$ cat src/sv/hqp_pkg.sv
// Package for the quadratic-probe hash table: widths, word types, status
// codes and the controller state type. No dependencies.
package hqp_pkg;

   localparam int TABLE_DEPTH = 1024;
   localparam int IDX_W       = $clog2(TABLE_DEPTH);
   localparam int KEY_W       = 32;
   localparam int MOD_W       = 11;
   localparam int LIM_W       = 8;
   localparam int ST_W        = 2;
   localparam int SLOT_W      = 10;
   localparam int CSR_ADDR_W  = 1;
   localparam int CSR_DATA_W  = 11;
   localparam int DIV_BITS    = 4;
   localparam int DIV_STEPS   = KEY_W / DIV_BITS;
   localparam int DIV_CNT_W   = $clog2(DIV_STEPS);

   localparam logic [MOD_W-1:0] MODULUS_RESET     = MOD_W'(1021);
   localparam logic [LIM_W-1:0] PROBE_LIMIT_RESET = LIM_W'(100);
   localparam logic [MOD_W-1:0] DEPTH_M           = MOD_W'(TABLE_DEPTH);

   localparam logic [ST_W-1:0] ST_EXISTS = 2'd0;
   localparam logic [ST_W-1:0] ST_FREE   = 2'd1;
   localparam logic [ST_W-1:0] ST_FULL   = 2'd2;

   localparam logic ACT_SEARCH = 1'b0;
   localparam logic ACT_INSERT = 1'b1;

   localparam logic [CSR_ADDR_W-1:0] CSR_MODULUS     = 1'd0;
   localparam logic [CSR_ADDR_W-1:0] CSR_PROBE_LIMIT = 1'd1;

   typedef struct packed {
      logic             action;
      logic [KEY_W-1:0] key;
   } req_type;

   typedef struct packed {
      logic [ST_W-1:0]   status;
      logic [SLOT_W-1:0] slot_index;
   } rsp_type;

   typedef struct packed {
      logic             done;
      logic [MOD_W-1:0] rem;
   } mod_res_type;

   typedef enum logic [2:0] {
      S_CLEAR, S_IDLE, S_DIV, S_RD, S_CHK, S_FIN
   } state_type;

endpackage

$ cat src/sv/hqp_mod.sv
// Iterative remainder unit: key mod m, four dividend bits per cycle.
// Depends on hqp_pkg.
module hqp_mod
   import hqp_pkg::*;
(
   input  logic             clock,
   input  logic             reset,
   input  logic             start,
   input  logic [KEY_W-1:0] dividend,
   input  logic [MOD_W-1:0] divisor,
   output mod_res_type      res
);

   logic                 busy_ff, busy_in;
   logic [DIV_CNT_W-1:0] cnt_ff, cnt_in;
   logic [KEY_W-1:0]     num_ff, num_in;
   logic [MOD_W-1:0]     rem_ff, rem_in;
   logic                 done_ff, done_in;

   always_comb begin
      logic [MOD_W-1:0] r;
      r       = rem_ff;
      busy_in = busy_ff;
      cnt_in  = cnt_ff;
      num_in  = num_ff;
      done_in = 1'b0;
      if (start) begin
         busy_in = 1'b1;
         cnt_in  = '0;
         num_in  = dividend;
         r       = '0;
      end else if (busy_ff) begin
         // shift in one bit and reduce, remainder stays below divisor
         for (int i = 0; i < DIV_BITS; i++) begin
            r = {r[MOD_W-2:0], num_ff[KEY_W-1-i]};
            if (r >= divisor) begin
               r = r - divisor;
            end
         end
         num_in = num_ff << DIV_BITS;
         cnt_in = cnt_ff + 1'b1;
         if (cnt_ff == DIV_CNT_W'(DIV_STEPS - 1)) begin
            busy_in = 1'b0;
            done_in = 1'b1;
         end
      end
      rem_in = r;
   end

   always_ff @(posedge clock) begin
      if (reset) begin
         busy_ff <= 1'b0;
         done_ff <= 1'b0;
         cnt_ff  <= '0;
      end else begin
         busy_ff <= busy_in;
         done_ff <= done_in;
         cnt_ff  <= cnt_in;
      end
      num_ff <= num_in;
      rem_ff <= rem_in;
   end

   assign res.done = done_ff;
   assign res.rem  = rem_ff;

endmodule

$ cat config.mk
export PLATFORM = sky130hd
export DESIGN_NAME = hqp_mod
export DESIGN_NICKNAME = d
export VERILOG_FILES = /design/src/sv/hqp_pkg.sv /design/src/sv/hqp_mod.sv
export SDC_FILE = /design/constraint.sdc
export NUM_CORES = 1
export LEC_CHECK = 0
export BUFFER_PORTS_ARGS = -buffer_cell sky130_fd_sc_hd__buf_2
export CAP_MARGIN = 10
export CORE_UTILIZATION = 56
export CTS_CLUSTER_DIAMETER = 40
export CTS_CLUSTER_SIZE = 20
export DETAILED_ROUTE_END_ITERATION = 16
export PLACE_DENSITY = 0.9
export SLEW_MARGIN = 10
export SYNTH_ARGS = -nofsm -noshare
export SYNTH_HDL_FRONTEND = slang
export SYNTH_SLANG_ARGS = --single-unit
$ cat constraint.sdc
create_clock -name clock -period 9.9 [get_ports clock]
set_input_delay 1.485 -clock clock [delete_from_list [all_inputs] [get_ports clock]]
set_output_delay 1.485 -clock clock [all_outputs]
set_load 0.05 [all_outputs]
==> reports/results.ini, run 1 <==
[sta]
setup_tns_ns = 0
rsz0062_at_grt = no
timing.fmax_mhz = 108
fin_skew_ns = 0.0127
drv_slew = 0
period_minus_slack_ns = 9.30
final_hold_viol_count = 0
worst_pin_slew_ns = 0.945
setup_viol = 0
period_share_pct = 93.9
slew_headroom_pct = 37.0

[clock_tree]
clock_latency_ns = 0.31
root_buffer = clkbuf_8
ctsHoldBuffers = 0
cts_tree = done
cts-buffers-inserted = 5
cts_setup_buffers = 0
htree_levels = 2
path_clk_slew_ns = 0.10
clock_sink_count = 48
cts_max_path_buffers = 2

[critical_path]
reg2reg_from = rem_ff[3]
ff2ff_setup_slack_ns = 1.57
worst_setup_path_start_kind = input port
crit_type = in -> reg
cp.required_ns = 10.16
reg2reg_depth = 31
cpMaxStageDelayCell = o221ai_2
cp_slowest_stage_delay_ns = 0.63
path_common_cell = ha_1
r2r_end = rem_ff[8]
critical_path.max_fanout = 13
arrival_ns = 9.56
setup.worst_path.end_class = register

[yosys]
synth.distinct_cells = 58
syn_nets = 535
ys_top_cells_by_area = edfxtp_1 (22%), ha_1 (13%), mux2_2 (9.4%)
syn-cell-area_um2 = 4320
synthCells = 439
synth_enable_flop_cells = 32
syn_area_per_cell_um2 = 9.84
synth_top_area_share_pct = 22.3
yosysWarnings = 0
ys_ff_latch = 48
async_flop_share_pct = 0
synth_top_cell_by_area = edfxtp_1
synthFlopType = edfxtp_1
synth-seq-area-share_pct = 29.7

[placed_design]
hpwl_um = 8280
portBuffers = 57
routabilityCongestion = 0.954

[finish]
num_antenna_cells = 0
drive_gt1_share_pct = 26.2
fin_nets = 591
layout_commonest_cell = buf_2
final_cell_mix = buf_2 (57), ha_1 (46), mux2_2 (36), nor2_1 (34), edfxtp_1 (32)
area_growth_pct = 11.4

[global_routing]
grtUsageTotal_pct = 27.4
overflow = 0
grt_pass1_wl_um = 17600
grt_max_degree = 51
grt_pass1_vias = 3645
antenna_found_initial = 0

[outcome]
status = finished, final reports clean

[drt]
drtPass1Iterations = 5
drc = 0
vias = 3693
drt_iter0_drc = 253
wl_per_cell_um = 18.2
final_antenna_net_count = 0
vias_per_cell = 6.21
finalWirelength_um = 10800

[hold_path]
hp-start = cnt_ff[1]
hold_depth = 2
hp-class = reg -> reg
worstHoldEndpoint = cnt_ff[1]

[floorplanning]
die_h_um = 89.8
initial_utilization_pct = 58.6
dieArea_um2 = 8070
row_count = 31
io_pins = 58
die_w_um = 89.8
core_area_um2 = 7370

[run]
maxCapViolCount = 0

## per-stage QoR
stage	hold WS, ns	instance area, um^2	utilization (%)	setup slack, ns	instances
2_1_floorplan	0.497	4320	-	1.52	439
3_3_place_gp	0.514	4710	63.9	0.473	587
3_5_place_dp	0.523	4710	63.9	0.131	587
4_1_cts	0.534	4810	65.2	0.426	595
5_1_grt	0.544	4810	65.3	0.0357	595
6_report	0.533	4810	65.3	0.604	595
## metal layers
layer,wire (um),vias up,part of all wire (%),track usage (%)
li1,-,1737,-,-
met1,4630,1721,43,36.2
met2,4740,194,44,42.5
met3,988,41,9.1,5.84
met4,474,0,4.4,13.3
met5,0,-,0,0
## worst max-delay path by stage
stage	startpoint	endpoint	slack, ns	cells past startpoint
after global placement	divisor[2]	rem_ff[7]	0.47	33
after detailed placement	divisor[2]	rem_ff[8]	0.13	33
final	divisor[2]	rem_ff[8]	0.60	33
after CTS	divisor[2]	rem_ff[8]	0.43	33
after floorplan	divisor[4]	rem_ff[5]	1.52	35
after global routing	divisor[2]	rem_ff[8]	0.04	33
## repair_timing
| item | in CTS | in global routing |
|---|---|---|
| hold endpoints to repair | 0 | 0 |
| endpoints found under the setup margin | 0 | 5 |
| gates resized for setup | 0 | 1 |
## kinds of logic (layout without fill, tap and decap cells)
group,count (synthesis),in the layout,synth area share (%)
multiplexers,55,55,15.0
flip-flops,48,48,29.7
buffers and inverters,41,98,3.97
AO/OA/AOI/OAI,112,112,18.5
adder cells (fa/ha/maj),50,50,15.2
XOR/XNOR,31,31,6.29
AND/OR/NAND/NOR,102,102,11.5
## cell type report
class                           count  area [um^2]
Fill cell                         556         2560
Multi-Input combinational cell    350         2880
Clock buffer                        7         86.3
Sequential cell                    48         1280
Inverter                           26         97.6
Tap cell                           99          124
Timing Repair Buffer               64          338
Clock inverter                      1         8.76
## critical path, delay by kind of cell
family,cells,cell delay [ns]
multiplexers,3,1.22
adder cells (fa/ha/maj),4,1.18
buffers and inverters,4,0.53
AO/OA/AOI/OAI,16,4.18
AND/OR/NAND/NOR,6,0.96
## state kept, by name, summed over array words and instances, names as in the netlist
register / cells
num_ff: 32
busy_ff: 1
rem_ff: 11
cnt_ff: 3
done_ff: 1
## cells in the mapped netlist, types with 6 or more instances
cell,number
o21ai_0,19
nand4_1,6
a211oi_1,6
nor2_1,34
a21oi_1,25
xnor2_1,23
a21o_1,12
nor3_1,10
mux2_4,10
o21a_1,11
xor2_1,8
dfxtp_1,16
mux2_2,36
nand2b_1,8
mux2i_1,9
nand2_1,18
ha_1,46
edfxtp_1,32
inv_1,26
Power of run 1 is left out: the tool's default activity adds up to more than one toggle a clock period on the data nets, which glitch-free logic cannot reach.
==> run 2: changes to the inputs <==
Settings changed: PLACE_DENSITY 0.9 to 0.88.
==> reports/results.ini, run 2 (synthesis gave the netlist of run 1 again) <==
[critical_path]
critical_path.max_fanout = 12
cpMaxStageDelayCell = nor2_2
path_common_cell = ha_1
cp_slowest_stage_delay_ns = 0.49
arrival_ns = 9.58
setup.worst_path.end_class = register
crit_type = in -> reg
cp.required_ns = 10.10
worst_setup_path_start_kind = input port

[drt]
drt_iter0_drc = 255
final_antenna_net_count = 0
vias = 3575
wl_per_cell_um = 17.5
drc = 0
drtPass1Iterations = 4
vias_per_cell = 6.05
finalWirelength_um = 10300

[finish]
layout_commonest_cell = buf_2
final_cell_mix = buf_2 (57), ha_1 (46), mux2_2 (36), nor2_1 (34), edfxtp_1 (32)
area_growth_pct = 11.3
regMostFlops = num_ff
fillers = 587
largest_reg_flops = 32
num_antenna_cells = 0
drive_gt1_share_pct = 25.4
fin_nets = 587
reg_top3 = num_ff x32, rem_ff x11, cnt_ff x3

[clock_tree]
clock_latency_ns = 0.30
ctsHoldBuffers = 0
clock_sink_count = 48
cts_tree = done
post_cts_resized = 0
path_clk_slew_ns = 0.09
cts_max_path_buffers = 2
htree_levels = 2
root_buffer = clkbuf_8
cts_setup_buffers = 0
cts-buffers-inserted = 5

[sta]
rsz0062_at_grt = no
timing.fmax_mhz = 107
period_share_pct = 94.7
final_hold_viol_count = 0
slew_headroom_pct = 36.4
drv_slew = 0
worst_pin_slew_ns = 0.955
period_minus_slack_ns = 9.38
setup_viol = 0
setup_tns_ns = 0
fin_skew_ns = 0.00435

[floorplanning]
die_h_um = 89.8
row_count = 31
io_pins = 58
dieArea_um2 = 8070
die_w_um = 89.8
core_area_um2 = 7370
initial_utilization_pct = 58.6

[hold_path]
hp-class = reg -> reg

[placed_design]
hpwl_um = 7980
routabilityCongestion = 0.995
portBuffers = 57

[global_routing]
grt_max_degree = 51
grt_pass1_vias = 3348
grt_pass1_wl_um = 16200
antenna_found_initial = 0
grtUsageTotal_pct = 24.9
overflow = 0

[run]
maxCapViolCount = 0

[outcome]
status = finished, final reports clean

## run 2: path summary, 6_finish.rpt
| path | start | endpoint | slack (ns) | cells after the start |
|---|---|---|---|---|
| max | divisor[1] | rem_ff[5] | 0.52 | 31 |
| min reg2reg | cnt_ff[2] | cnt_ff[2] | 0.54 | 2 |
| min | cnt_ff[2] | cnt_ff[2] | 0.54 | 2 |
| max reg2reg | rem_ff[3] | rem_ff[5] | 1.55 | 29 |
## run 2: metal layers
metal / routed length, um / vias to the layer above / global-route usage, %
met5: 0 / - / 0
met4: 104 / 0 / 6.42
met3: 615 / 11 / 5.08
met2: 5040 / 110 / 43.1
met1: 4570 / 1715 / 31.7
li1: - / 1739 / -
## run 2: worst max-delay path, delay by kind of cell
kind	cells	cell delay (ns)
adder cells (fa/ha/maj)	4	1.38
multiplexers	2	0.89
AND/OR/NAND/NOR	6	1.70
buffers and inverters	3	0.62
AO/OA/AOI/OAI	16	3.46
## run 2: per-stage QoR
stage          std cells  hold WS [ns]  cell area [um^2]  util [%]  setup slack [ns]
6_report             591         0.544              4800      65.2             0.522
5_1_grt              591         0.572              4800      65.2            0.0420
4_1_cts              591         0.545              4790      65.0             0.496
3_5_place_dp         583         0.529              4680      63.5             0.296
3_3_place_gp         583         0.517              4680      63.5             0.594
2_1_floorplan        439         0.497              4320         -              1.52
## run 2: final cells by class
cell class                 instances  area, um^2  area share (%)
timing repair buffer              60         308            6.41
clock inverter                     3        42.5           0.885
inverter                          26        97.6            2.03
multi-input combinational        350        2880            60.0
tap                               99         124            2.58
clock buffer                       5        68.8            1.43
sequential                        48        1280            26.7
Power of run 2 is left out for the same reason.
==> run 3: changes to the inputs <==
Clock period 9.9 ns to 8.99 ns, I/O delays scaled along.
==> reports/results.ini, run 3 (synthesis gave the netlist of run 1 again) <==
[drt]
wl_per_cell_um = 17.5
vias = 3653
final_antenna_net_count = 0
finalWirelength_um = 10300
drtPass1Iterations = 5
drc = 0
drt_iter0_drc = 260
vias_per_cell = 6.17

[sta]
rsz0062_at_grt = no
fin_skew_ns = 0.00939
period_share_pct = 94.7
final_hold_viol_count = 0
timing.fmax_mhz = 117
setup_viol = 0
slew_headroom_pct = 36.4
period_minus_slack_ns = 8.51
drv_slew = 0
worst_pin_slew_ns = 0.954

[placed_design]
routabilityCongestion = 0.953
hpwl_um = 7950
portBuffers = 57

[finish]
final_core_util_pct = 65.4
reg_top3 = num_ff x32, rem_ff x11, cnt_ff x3
layout_commonest_cell = buf_2
fin_nets = 588
area_growth_pct = 11.6
largest_reg_flops = 32
drive_gt1_share_pct = 27.2
regMostFlops = num_ff
num_antenna_cells = 0
final_cell_mix = buf_2 (57), ha_1 (46), mux2_2 (36), nor2_1 (34), edfxtp_1 (32)

[floorplanning]
dieArea_um2 = 8070
row_count = 31
initial_utilization_pct = 58.6
die_h_um = 89.8
io_pins = 58
die_w_um = 89.8
core_area_um2 = 7370

[hold_path]
hp-class = reg -> reg
hold_depth = 2

[clock_tree]
path_clk_slew_ns = 0.09
htree_levels = 2
clock_sink_count = 48
ctsHoldBuffers = 0
cts_max_path_buffers = 2
clock_latency_ns = 0.29
cts-buffers-inserted = 5
root_buffer = clkbuf_8
cts_tree = done

[critical_path]
setup.worst_path.end_class = register
critical_path.max_fanout = 20
path_common_cell = ha_1
reg2reg_depth = 36
worst-path-stages = 36
worst_setup_path_start_kind = input port
r2r_end = rem_ff[8]
crit_start = divisor[1]
ff2ff_setup_slack_ns = 1.36
arrival_ns = 8.76
worst-path-buf-inv = 7
crit_family = compound AO/OA/AOI/OAI gates
crit_type = in -> reg
endpoint = rem_ff[8]
reg2reg_from = num_ff[31]
cpMaxStageDelayCell = mux2_2
cp.required_ns = 9.24
cp_slowest_stage_delay_ns = 0.40

[global_routing]
antenna_found_initial = 0
overflow = 0
grt_max_degree = 51
grt_pass1_vias = 3671
grtUsageTotal_pct = 26.1
grt_pass1_wl_um = 17100

[outcome]
status = finished, final reports clean

[run]
maxCapViolCount = 0

-- run 3: changes by cell type in the layout (fill, tap and decap cells not counted), sizes merged --
cell / previous run / this run
bufinv: 1 / 0
clkinvlp: 0 / 1
clkbuf: 5 / 6
buf: 60 / 61
clkinv: 2 / 1
-- run 3: how the worst min path moves through the flow --
stage	from	end	slack (ns)
after floorplan	cnt_ff[1]	cnt_ff[1]	0.50
after global placement	cnt_ff[1]	cnt_ff[1]	0.51
after detailed placement	cnt_ff[0]	cnt_ff[0]	0.53
after CTS	cnt_ff[0]	cnt_ff[0]	0.54
after global routing	cnt_ff[0]	cnt_ff[0]	0.56
final	cnt_ff[2]	cnt_ff[2]	0.54
-- run 3: final cells by class --
class,count,area [um^2]
Multi-Input combinational cell,350,2910
Sequential cell,48,1280
Clock buffer,6,72.6
Inverter,26,97.6
Timing Repair Buffer,61,323
Tap cell,99,124
Clock inverter,2,12.5
Fill cell,598,2550
-- run 3: tightest hold or removal path, cell delays in order (launching register included) --
cell	delay [ns]
dfxtp_1	0.32
mux2i_1	0.12
nor3_1	0.05
-- run 3: timing repair --
action,4_1_cts,5_1_grt
setup buffers,0,0
setup endpoints to repair,0,11
resized for setup,0,13
-- run 3: per-layer routing --
metal / up-vias / part of all wire, % / GRT usage, %
li1: 1741 / - / -
met1: 1741 / 42 / 30.5
met2: 149 / 50 / 46.9
met3: 22 / 6.1 / 5.58
met4: 0 / 2.5 / 9.43
met5: - / 0 / 0
-- run 3: stage by stage --
stage	cell area [um^2]	worst slack (ns)	instances	setup TNS, ns	hold WS (ns)
floorplan	4320	0.747	439	0	0.497
global placement	4690	0.273	584	0	0.514
detailed placement	4690	-0.0145	584	-0.0224	0.528
CTS	4770	0.223	592	0	0.543
global route	4820	0.0686	592	0	0.563
finish	4820	0.478	592	0	0.536
Power of run 3 is left out for the same reason.
